--- src/hw/rtl/tfd_pkg.sv ---
package tfd_pkg;

  localparam int unsigned POS_W       = 34;
  localparam int unsigned LEN_W       = 32;
  localparam int unsigned BYTE_W      = 8;
  localparam int unsigned KIND_W      = 2;
  localparam int unsigned STATUS_W    = 3;
  localparam int unsigned CFG_IDX_W   = 4;
  localparam int unsigned HDR_POS_W   = 4;
  localparam int unsigned OUT_DEPTH_DEF = 4;

  localparam logic [POS_W-1:0] HEADER_BYTES = POS_W'(16);
  localparam logic [POS_W-1:0] POS_MAX      = {POS_W{1'b1}};

  localparam logic [LEN_W-1:0] MAX_LEN_RESET = LEN_W'(65535);

  localparam logic [CFG_IDX_W-1:0] CFG_MAX_META = CFG_IDX_W'(0);
  localparam logic [CFG_IDX_W-1:0] CFG_MAX_DATA = CFG_IDX_W'(1);

  localparam logic [KIND_W-1:0] KIND_HEADER = 2'd0;
  localparam logic [KIND_W-1:0] KIND_META   = 2'd1;
  localparam logic [KIND_W-1:0] KIND_DATA   = 2'd2;
  localparam logic [KIND_W-1:0] KIND_STATUS = 2'd3;

  localparam logic [STATUS_W-1:0] ST_OK       = 3'd0;
  localparam logic [STATUS_W-1:0] ST_SHORT    = 3'd1;
  localparam logic [STATUS_W-1:0] ST_RESERVED = 3'd2;
  localparam logic [STATUS_W-1:0] ST_META_BIG = 3'd3;
  localparam logic [STATUS_W-1:0] ST_DATA_BIG = 3'd4;
  localparam logic [STATUS_W-1:0] ST_MISMATCH = 3'd5;
  localparam logic [STATUS_W-1:0] ST_BAD_TYPE = 3'd6;

  localparam logic [BYTE_W-1:0] TYPE_LO_MIN = 8'd1;
  localparam logic [BYTE_W-1:0] TYPE_LO_MAX = 8'd21;
  localparam logic [BYTE_W-1:0] TYPE_HI_MIN = 8'd30;
  localparam logic [BYTE_W-1:0] TYPE_HI_MAX = 8'd32;

  typedef struct packed {
    logic [KIND_W-1:0]   kind;
    logic [BYTE_W-1:0]   frame_type;
    logic [BYTE_W-1:0]   frame_flags;
    logic [LEN_W-1:0]    stream_number;
    logic [LEN_W-1:0]    meta_length;
    logic [LEN_W-1:0]    data_length;
    logic [BYTE_W-1:0]   payload_byte;
    logic [STATUS_W-1:0] status;
    logic                last_result;
  } result_t;

  function automatic logic type_known(input logic [BYTE_W-1:0] t);
    return (t >= TYPE_LO_MIN && t <= TYPE_LO_MAX) || (t >= TYPE_HI_MIN && t <= TYPE_HI_MAX);
  endfunction

endpackage

--- src/hw/rtl/tfd_ifs.sv ---
interface tfd_byte_if;
  import tfd_pkg::*;
  logic              valid;
  logic              ready;
  logic [BYTE_W-1:0] frame_byte;
  logic              end_of_buffer;

  modport source (output valid, frame_byte, end_of_buffer, input ready);
  modport sink   (input valid, frame_byte, end_of_buffer, output ready);
endinterface

interface tfd_result_if;
  import tfd_pkg::*;
  logic                valid;
  logic                ready;
  logic [KIND_W-1:0]   kind;
  logic [BYTE_W-1:0]   frame_type;
  logic [BYTE_W-1:0]   frame_flags;
  logic [LEN_W-1:0]    stream_number;
  logic [LEN_W-1:0]    meta_length;
  logic [LEN_W-1:0]    data_length;
  logic [BYTE_W-1:0]   payload_byte;
  logic [STATUS_W-1:0] status;
  logic                last_result;

  modport source (output valid, kind, frame_type, frame_flags, stream_number, meta_length,
                  data_length, payload_byte, status, last_result, input ready);
  modport sink   (input valid, kind, frame_type, frame_flags, stream_number, meta_length,
                  data_length, payload_byte, status, last_result, output ready);
endinterface

interface tfd_cfg_if;
  import tfd_pkg::*;
  logic                 valid;
  logic                 ready;
  logic [CFG_IDX_W-1:0] index;
  logic [LEN_W-1:0]     data;

  modport source (output valid, index, data, input ready);
  modport sink   (input valid, index, data, output ready);
endinterface

--- src/hw/rtl/tunnel_frame_deframer_unit.sv ---
// a result is written to the result queue as its byte is accepted and is offered
// from the queue head; throughput: one byte per cycle; a byte causing two results
// queues the second behind the first in the OUT_DEPTH-entry result queue, which
// takes a byte only while two entries are free
// reset (synchronous, rst_n low): frame state cleared, both length limits 65535,
// result queue empty
module tunnel_frame_deframer_unit #(
  parameter int unsigned OUT_DEPTH = tfd_pkg::OUT_DEPTH_DEF
) (
  input  logic           clk,
  input  logic           rst_n,
  tfd_byte_if.sink       in_bus,
  tfd_result_if.source   out_bus,
  tfd_cfg_if.sink        cfg_bus
);
  import tfd_pkg::*;

  localparam int unsigned PTR_W = (OUT_DEPTH > 1) ? $clog2(OUT_DEPTH) : 1;
  localparam int unsigned CNT_W = $clog2(OUT_DEPTH + 1);
  localparam logic [PTR_W-1:0] PTR_LAST = PTR_W'(OUT_DEPTH - 1);
  localparam logic [CNT_W-1:0] CNT_ROOM = CNT_W'(OUT_DEPTH - 2);

  // limit registers
  logic [LEN_W-1:0] max_meta_r;
  logic [LEN_W-1:0] max_data_r;

  // frame state
  logic [POS_W-1:0]  pos_r, pos_nxt;
  logic [BYTE_W-1:0] type_r, type_nxt;
  logic [BYTE_W-1:0] flags_r, flags_nxt;
  logic [LEN_W-1:0]  stream_r, stream_nxt;
  logic [LEN_W-1:0]  meta_r, meta_nxt;
  logic [LEN_W-1:0]  data_r, data_nxt;
  logic              res_bad_r, res_bad_nxt;
  logic              type_bad_r, type_bad_nxt;

  // result queue
  result_t          queue_r [OUT_DEPTH];
  logic [PTR_W-1:0] wr_ptr_r, wr_ptr_nxt;
  logic [PTR_W-1:0] rd_ptr_r, rd_ptr_nxt;
  logic [CNT_W-1:0] cnt_r, cnt_nxt;

  logic              in_fire, out_fire, cfg_fire;
  logic [BYTE_W-1:0] b;
  logic              hdr;
  logic [HDR_POS_W-1:0] hpos;
  logic [POS_W-1:0]  q;
  logic [POS_W-1:0]  pos_inc;
  logic [POS_W-1:0]  expect_len;
  logic [POS_W-1:0]  payload_len;
  logic              len_err;
  logic              emit_a;
  result_t           res_a, res_st, push0, push1;
  logic [1:0]        n_push;
  logic [PTR_W-1:0]  wr_ptr_p1;

  function automatic logic [PTR_W-1:0] ptr_inc(input logic [PTR_W-1:0] p);
    return (p == PTR_LAST) ? '0 : p + PTR_W'(1);
  endfunction

  assign in_fire  = in_bus.valid && in_bus.ready;
  assign out_fire = out_bus.valid && out_bus.ready;
  assign cfg_fire = cfg_bus.valid && cfg_bus.ready;

  assign in_bus.ready  = (cnt_r <= CNT_ROOM);
  assign cfg_bus.ready = 1'b1;

  assign b    = in_bus.frame_byte;
  assign hdr  = (pos_r < HEADER_BYTES);
  assign hpos = pos_r[HDR_POS_W-1:0];
  assign q    = pos_r - HEADER_BYTES;

  always_comb begin
    type_nxt     = type_r;
    flags_nxt    = flags_r;
    stream_nxt   = stream_r;
    meta_nxt     = meta_r;
    data_nxt     = data_r;
    res_bad_nxt  = res_bad_r;
    type_bad_nxt = type_bad_r;
    emit_a       = 1'b0;
    res_a        = '0;
    res_st       = '0;
    payload_len  = POS_W'(meta_r) + POS_W'(data_r);
    len_err      = (meta_r > max_meta_r) || (data_r > max_data_r);

    if (hdr) begin
      case (hpos) inside
        4'd0: begin
          type_nxt     = b;
          type_bad_nxt = !type_known(b);
        end
        4'd1: flags_nxt = b;
        4'd2, 4'd3: begin
          if (b != '0) begin
            res_bad_nxt = 1'b1;
          end
        end
        [4'd4:4'd7]:  stream_nxt = {stream_r[LEN_W-BYTE_W-1:0], b};
        [4'd8:4'd11]: meta_nxt   = {meta_r[LEN_W-BYTE_W-1:0], b};
        default:      data_nxt   = {data_r[LEN_W-BYTE_W-1:0], b};
      endcase
      if (hpos == HDR_POS_W'(15)) begin
        emit_a              = 1'b1;
        res_a.kind          = KIND_HEADER;
        res_a.frame_type    = type_nxt;
        res_a.frame_flags   = flags_nxt;
        res_a.stream_number = stream_nxt;
        res_a.meta_length   = meta_nxt;
        res_a.data_length   = data_nxt;
      end
    end else if (!len_err && q < payload_len) begin
      emit_a             = 1'b1;
      res_a.kind         = (q < POS_W'(meta_r)) ? KIND_META : KIND_DATA;
      res_a.payload_byte = b;
    end

    pos_inc    = (pos_r == POS_MAX) ? pos_r : pos_r + POS_W'(1);
    expect_len = HEADER_BYTES + POS_W'(meta_nxt) + POS_W'(data_nxt);

    res_st.kind        = KIND_STATUS;
    res_st.last_result = 1'b1;
    if (pos_inc < HEADER_BYTES) begin
      res_st.status = ST_SHORT;
    end else if (res_bad_nxt) begin
      res_st.status = ST_RESERVED;
    end else if (meta_nxt > max_meta_r) begin
      res_st.status = ST_META_BIG;
    end else if (data_nxt > max_data_r) begin
      res_st.status = ST_DATA_BIG;
    end else if (pos_inc != expect_len) begin
      res_st.status = ST_MISMATCH;
    end else if (type_bad_nxt) begin
      res_st.status = ST_BAD_TYPE;
    end else begin
      res_st.status = ST_OK;
    end

    res_a.last_result = !in_bus.end_of_buffer;
    pos_nxt = pos_inc;

    if (in_bus.end_of_buffer) begin
      pos_nxt      = '0;
      type_nxt     = '0;
      flags_nxt    = '0;
      stream_nxt   = '0;
      meta_nxt     = '0;
      data_nxt     = '0;
      res_bad_nxt  = 1'b0;
      type_bad_nxt = 1'b0;
    end
  end

  // queue bookkeeping
  always_comb begin
    push0 = emit_a ? res_a : res_st;
    push1 = res_st;
    if (!in_fire) begin
      n_push = 2'd0;
    end else begin
      n_push = 2'(emit_a) + 2'(in_bus.end_of_buffer);
    end
    wr_ptr_p1  = ptr_inc(wr_ptr_r);
    wr_ptr_nxt = wr_ptr_r;
    if (n_push == 2'd1) begin
      wr_ptr_nxt = wr_ptr_p1;
    end else if (n_push == 2'd2) begin
      wr_ptr_nxt = ptr_inc(wr_ptr_p1);
    end
    rd_ptr_nxt = out_fire ? ptr_inc(rd_ptr_r) : rd_ptr_r;
    cnt_nxt    = cnt_r + CNT_W'(n_push) - CNT_W'(out_fire);
  end

  always_ff @(posedge clk) begin
    if (!rst_n) begin
      max_meta_r <= MAX_LEN_RESET;
      max_data_r <= MAX_LEN_RESET;
    end else if (cfg_fire) begin
      if (cfg_bus.index == CFG_MAX_META) begin
        max_meta_r <= cfg_bus.data;
      end else if (cfg_bus.index == CFG_MAX_DATA) begin
        max_data_r <= cfg_bus.data;
      end
    end
  end

  always_ff @(posedge clk) begin
    if (!rst_n) begin
      pos_r      <= '0;
      type_r     <= '0;
      flags_r    <= '0;
      stream_r   <= '0;
      meta_r     <= '0;
      data_r     <= '0;
      res_bad_r  <= 1'b0;
      type_bad_r <= 1'b0;
    end else if (in_fire) begin
      pos_r      <= pos_nxt;
      type_r     <= type_nxt;
      flags_r    <= flags_nxt;
      stream_r   <= stream_nxt;
      meta_r     <= meta_nxt;
      data_r     <= data_nxt;
      res_bad_r  <= res_bad_nxt;
      type_bad_r <= type_bad_nxt;
    end
  end

  always_ff @(posedge clk) begin
    if (!rst_n) begin
      wr_ptr_r <= '0;
      rd_ptr_r <= '0;
      cnt_r    <= '0;
    end else begin
      wr_ptr_r <= wr_ptr_nxt;
      rd_ptr_r <= rd_ptr_nxt;
      cnt_r    <= cnt_nxt;
    end
  end

  always_ff @(posedge clk) begin
    if (n_push != 2'd0) begin
      queue_r[wr_ptr_r] <= push0;
    end
    if (n_push == 2'd2) begin
      queue_r[wr_ptr_p1] <= push1;
    end
  end

  assign out_bus.valid         = (cnt_r != '0);
  assign out_bus.kind          = queue_r[rd_ptr_r].kind;
  assign out_bus.frame_type    = queue_r[rd_ptr_r].frame_type;
  assign out_bus.frame_flags   = queue_r[rd_ptr_r].frame_flags;
  assign out_bus.stream_number = queue_r[rd_ptr_r].stream_number;
  assign out_bus.meta_length   = queue_r[rd_ptr_r].meta_length;
  assign out_bus.data_length   = queue_r[rd_ptr_r].data_length;
  assign out_bus.payload_byte  = queue_r[rd_ptr_r].payload_byte;
  assign out_bus.status        = queue_r[rd_ptr_r].status;
  assign out_bus.last_result   = queue_r[rd_ptr_r].last_result;

endmodule

--- src/flat_wrapper.sv ---
// flat-port wrapper written by rule: the top's interface ports become plain ports
module tunnel_frame_deframer_unit_flat import tfd_pkg::*;
#(
  parameter int unsigned OUT_DEPTH = tfd_pkg::OUT_DEPTH_DEF
)
  (clk, rst_n, in_bus_valid, in_bus_frame_byte, in_bus_end_of_buffer, in_bus_ready, out_bus_valid, out_bus_kind, out_bus_frame_type, out_bus_frame_flags, out_bus_stream_number, out_bus_meta_length, out_bus_data_length, out_bus_payload_byte, out_bus_status, out_bus_last_result, out_bus_ready, cfg_bus_valid, cfg_bus_index, cfg_bus_data, cfg_bus_ready);
  tfd_byte_if in_bus_i ();
  tfd_result_if out_bus_i ();
  tfd_cfg_if cfg_bus_i ();
  input  logic clk;
  input  logic rst_n;
  input wire logic [$bits(in_bus_i.valid)-1:0] in_bus_valid;
  input wire logic [$bits(in_bus_i.frame_byte)-1:0] in_bus_frame_byte;
  input wire logic [$bits(in_bus_i.end_of_buffer)-1:0] in_bus_end_of_buffer;
  output wire logic [$bits(in_bus_i.ready)-1:0] in_bus_ready;
  output wire logic [$bits(out_bus_i.valid)-1:0] out_bus_valid;
  output wire logic [$bits(out_bus_i.kind)-1:0] out_bus_kind;
  output wire logic [$bits(out_bus_i.frame_type)-1:0] out_bus_frame_type;
  output wire logic [$bits(out_bus_i.frame_flags)-1:0] out_bus_frame_flags;
  output wire logic [$bits(out_bus_i.stream_number)-1:0] out_bus_stream_number;
  output wire logic [$bits(out_bus_i.meta_length)-1:0] out_bus_meta_length;
  output wire logic [$bits(out_bus_i.data_length)-1:0] out_bus_data_length;
  output wire logic [$bits(out_bus_i.payload_byte)-1:0] out_bus_payload_byte;
  output wire logic [$bits(out_bus_i.status)-1:0] out_bus_status;
  output wire logic [$bits(out_bus_i.last_result)-1:0] out_bus_last_result;
  input wire logic [$bits(out_bus_i.ready)-1:0] out_bus_ready;
  input wire logic [$bits(cfg_bus_i.valid)-1:0] cfg_bus_valid;
  input wire logic [$bits(cfg_bus_i.index)-1:0] cfg_bus_index;
  input wire logic [$bits(cfg_bus_i.data)-1:0] cfg_bus_data;
  output wire logic [$bits(cfg_bus_i.ready)-1:0] cfg_bus_ready;
  assign in_bus_i.valid = in_bus_valid;
  assign in_bus_i.frame_byte = in_bus_frame_byte;
  assign in_bus_i.end_of_buffer = in_bus_end_of_buffer;
  assign in_bus_ready = in_bus_i.ready;
  assign out_bus_valid = out_bus_i.valid;
  assign out_bus_kind = out_bus_i.kind;
  assign out_bus_frame_type = out_bus_i.frame_type;
  assign out_bus_frame_flags = out_bus_i.frame_flags;
  assign out_bus_stream_number = out_bus_i.stream_number;
  assign out_bus_meta_length = out_bus_i.meta_length;
  assign out_bus_data_length = out_bus_i.data_length;
  assign out_bus_payload_byte = out_bus_i.payload_byte;
  assign out_bus_status = out_bus_i.status;
  assign out_bus_last_result = out_bus_i.last_result;
  assign out_bus_i.ready = out_bus_ready;
  assign cfg_bus_i.valid = cfg_bus_valid;
  assign cfg_bus_i.index = cfg_bus_index;
  assign cfg_bus_i.data = cfg_bus_data;
  assign cfg_bus_ready = cfg_bus_i.ready;
  tunnel_frame_deframer_unit #(.OUT_DEPTH(OUT_DEPTH)) u_core (.clk(clk), .rst_n(rst_n), .in_bus(in_bus_i), .out_bus(out_bus_i), .cfg_bus(cfg_bus_i));
endmodule
--- config.mk ---
export PLATFORM = sky130hd
export DESIGN_NAME = tunnel_frame_deframer_unit_flat
export DESIGN_NICKNAME = d
export VERILOG_FILES = /design/src/hw/rtl/tfd_pkg.sv /design/src/hw/rtl/tfd_ifs.sv /design/src/hw/rtl/tunnel_frame_deframer_unit.sv /design/src/flat_wrapper.sv
export SDC_FILE = /design/constraint.sdc
export NUM_CORES = 2
export LEC_CHECK = 0
export ABC_AREA = 1
export CELL_PAD_IN_SITES_DETAIL_PLACEMENT = 0
export CELL_PAD_IN_SITES_GLOBAL_PLACEMENT = 1
export CORE_MARGIN = 8
export CORE_UTILIZATION = 47
export CTS_CLUSTER_SIZE = 12
export DETAILED_ROUTE_END_ITERATION = 7
export DONT_BUFFER_PORTS = 1
export PLACE_DENSITY_LB_ADDON = 0.1
export SYNTH_ARGS = -nofsm -noshare
export SYNTH_HDL_FRONTEND = slang
export SYNTH_SLANG_ARGS = --single-unit
--- constraint.sdc ---
create_clock -name clk -period 9.3 [get_ports clk]
set_input_delay 1.86 -clock clk [delete_from_list [all_inputs] [get_ports clk]]
set_output_delay 1.86 -clock clk [all_outputs]
set_load 0.005 [all_outputs]
==> run metrics <==
status=complete, no violations; post-synthesis async set-or-reset flop share=0%; pwr/cell area=208 mW/mm2; via count=~40000; Avg Vias per Cell=5.60; LEAKAGE=20.1 nW; syn avg cell area=6.72 um2; Initial Util=47.4%; most used cell along the critical path=nand2_1; PostCTS Resize Cnt=0; Die Y=315 um; Final Max Tran Viols=0; share of the yosys chip area belonging to registers=34.9%; unrepaired setup endpoints after global routing=false; Routed Wire Length=153 mm; Iter 0 DRT Violations=4113; critical path required time=9.87 ns; Cells after Synth=6245; crit path DAT=8.40 ns; crit start category=register; die area=0.0991 mm2; min cycle time layout=approximately 7.8 ns; GRT Util Overall=29.7%; postcts setup bufs=0; Slew @ Worst Pin=1.31 ns; nets@finish=6352; Finish-stage setup viols=0; I/O pin count=around 180; pin count of the biggest net entering global routing=150; worst vdd ir=138 uV; Clock Sinks=725; initial antenna violation count=2; Mapped Nets=6574; drt pass-1 iters=6; top post-synthesis cells by area=dfxtp_1 (34%), nand2_1 (14%), o21ai_0 (11%); number of distinct library cells after synthesis=66; Hold Path Class=register to register; mapped cell area=0.0420 mm2; synth warn=0; maximum clock frequency=about 0.13 GHz; clk_skew=0.0320 ns; TritonCTS clock tree=yes; width of the chip=315 um; period utilization=between 80% and 90%; final hold vios=0; Row Count=109; Max Cap Viol=0; Clock Tree Root=clkbuf_16; critical path peak fanout=64; Max stage delay cell, worst path=clkinv_2; drt wl/cell=21.0 um; hold_buf cts=0; normalized max-slew margin=roughly an eighth; cts bufs inserted=82; Setup TNS=0 ns; Synth Flop Type=dfxtp_1; post-synth top area cell=dfxtp_1; global-route wire length before repair=230 mm; layout cell share with drive strength beyond 1=under 10%; crit-path max cell delay=0.79 ns; Reg clk slew, reported paths=0.06 ns; H-tree Lvls=3; Routed Antenna Nets=0; DRC Markers=0; Final Util=51.0%; share of the synthesized area in the top cell type=34.0%; vias in the first global route=between 30000 and 40000; Core Box Area=0.0885 mm2; gpl congestion=0.960; total congestion overflow=0; clk_lat worst skew=0.68 ns; number of enable flip-flop cells after synthesis=12; Yosys reg bits=just over 700; CP endpoint kind=register; P&R area growth vs syn=7.56%; HPWL Detailed=107 mm; Port Buf Inserts=0; buffers from clock root to sink, at most=3; Crit Path Category=register to register
-- routing by layer --
layer / global-route usage (%) / share of wire (%) / vias up
li1: - / - / 20151
met1: 39.6 / 44 / 18942
met2: 47.7 / 45 / 1297
met3: 4.58 / 6.6 / 249
met4: 12.1 / 4.2 / 2
met5: 0 / 0.0092 / -
-- Yosys cell counts, types with 4 or more instances --
master,number
and2_1,7
a21oi_1,506
nor4_1,13
mux2_2,8
dfxtp_1,713
edfxtp_1,12
nand2_2,14
xor2_1,76
xnor2_1,37
nor2_2,20
inv_1,528
nand2_1,1606
buf_4,6
o21a_1,11
inv_2,15
nand4_1,52
nand3b_1,9
nand2_4,6
nand3_2,4
nor2_1,592
o211ai_1,6
o21bai_1,4
nor2_4,13
o22ai_1,127
o21ai_2,9
nand3_1,194
buf_6,13
a31oi_1,9
clkbuf_1,290
o221ai_1,6
buf_2,18
o21ai_0,935
ha_1,276
a21o_1,5
a211oi_1,10
nor3_1,26
o21ai_1,13
buf_1,14
-- placed cells by master (no fill, tap or decap), types with 5 or more instances in the layout --
master / count
nand3_1: 194
clkbuf_1: 18
clkbuf_16: 85
a31oi_1: 9
xnor2_1: 37
o221ai_1: 6
inv_6: 6
nand2_4: 8
o211ai_1: 6
clkinv_2: 18
and2_1: 7
nand4_1: 52
nor4_1: 13
nand3b_1: 9
a211oi_1: 10
bufinv_16: 5
clkbuf_8: 15
mux2_2: 8
buf_4: 34
o22ai_1: 127
inv_2: 14
nor3_1: 26
nor2_4: 18
a21oi_1: 505
nand2_1: 1603
nor2_2: 22
inv_1: 522
o21ai_2: 9
nor2_1: 585
a21o_1: 5
o21a_1: 11
dfxtp_1: 711
xor2_1: 76
nand2_2: 15
o21ai_1: 13
edfxtp_1: 12
ha_1: 276
o21ai_0: 935
-- critical path, delay by kind of cell (launching register included) --
family / cells / cell delay (ns)
compound gates: 9 / 2.08
fa+ha+maj: 4 / 1.15
flops: 1 / 0.43
xor+xnor: 1 / 0.10
buf+inv: 6 / 1.78
simple gates: 20 / 2.08
-- stage by stage --
stage / hold slack, ns / setup slack [ns] / area [um2] / std cells / power, mW
floorplan: 0.421 / 3.71 / 42000 / 6245 / 5.22
global placement: 0.432 / 1.81 / 42400 / 7104 / 6.09
detailed placement: 0.434 / 1.60 / 42400 / 7104 / 6.11
CTS: 0.449 / 1.57 / 45100 / 7253 / 9.44
global route: 0.465 / 0.700 / 45100 / 7253 / 9.85
finish: 0.449 / 1.47 / 45100 / 7254 / 9.39
-- sequential cells by signal (all words and copies together), names as in the netlist, 8 cells and up, named ones only --
| register | cells |
|---|---|
| u_core.max_meta_r | 32 |
| u_core.max_data_r | 32 |
| u_core.flags_r | 8 |
| u_core.pos_r | 34 |
| u_core.meta_r | 32 |
| u_core.stream_r | 32 |
| u_core.queue_r | 504 |
| u_core.data_r | 32 |
| u_core.type_r | 8 |
-- final timing paths --
| kind | startpoint | to | slack [ns] | cells past startpoint |
|---|---|---|---|---|
| max | u_core.data_r[2] | u_core.queue_r[1][100] | 1.47 | 40 |
| min | u_core.queue_r[1][17] | u_core.queue_r[1][17] | 0.45 | 2 |
| max reg2reg | u_core.data_r[2] | u_core.queue_r[1][100] | 1.47 | 40 |
| min reg2reg | u_core.queue_r[1][17] | u_core.queue_r[1][17] | 0.45 | 2 |
-- cell type report --
cell class | count | area (um2)
Fill cell | 9276 | 43400
Clock buffer | 118 | 2400
Multi-Input combinational cell | 4634 | 23900
Tap cell | 1165 | 1460
Inverter | 544 | 2060
Timing Repair Buffer | 36 | 295
Clock inverter | 31 | 340
Sequential cell | 725 | 14600
Antenna cell | 1 | 2.50
-- cells by family after synthesis --
logic type	after synthesis	synth area share, %
AND/OR/NAND/NOR	2576	25.2
adder cells (fa/ha/maj)	279	8.37
buffers and inverters	886	8.30
XOR/XNOR	113	2.36
flip-flops	725	34.9
AO/OA/AOI/OAI	1657	20.7
multiplexers	8	0.215
other	1	0.00893
-- where the power goes --
part | internal [mW] | leakage (nW) | switching (mW)
registers | 3.42 | 5.90 | 0.160
clock network | 1.94 | 1.35 | 1.39
logic | 0.690 | 12.8 | 1.78
No activity file was read; power rests on OpenSTA's default activity.
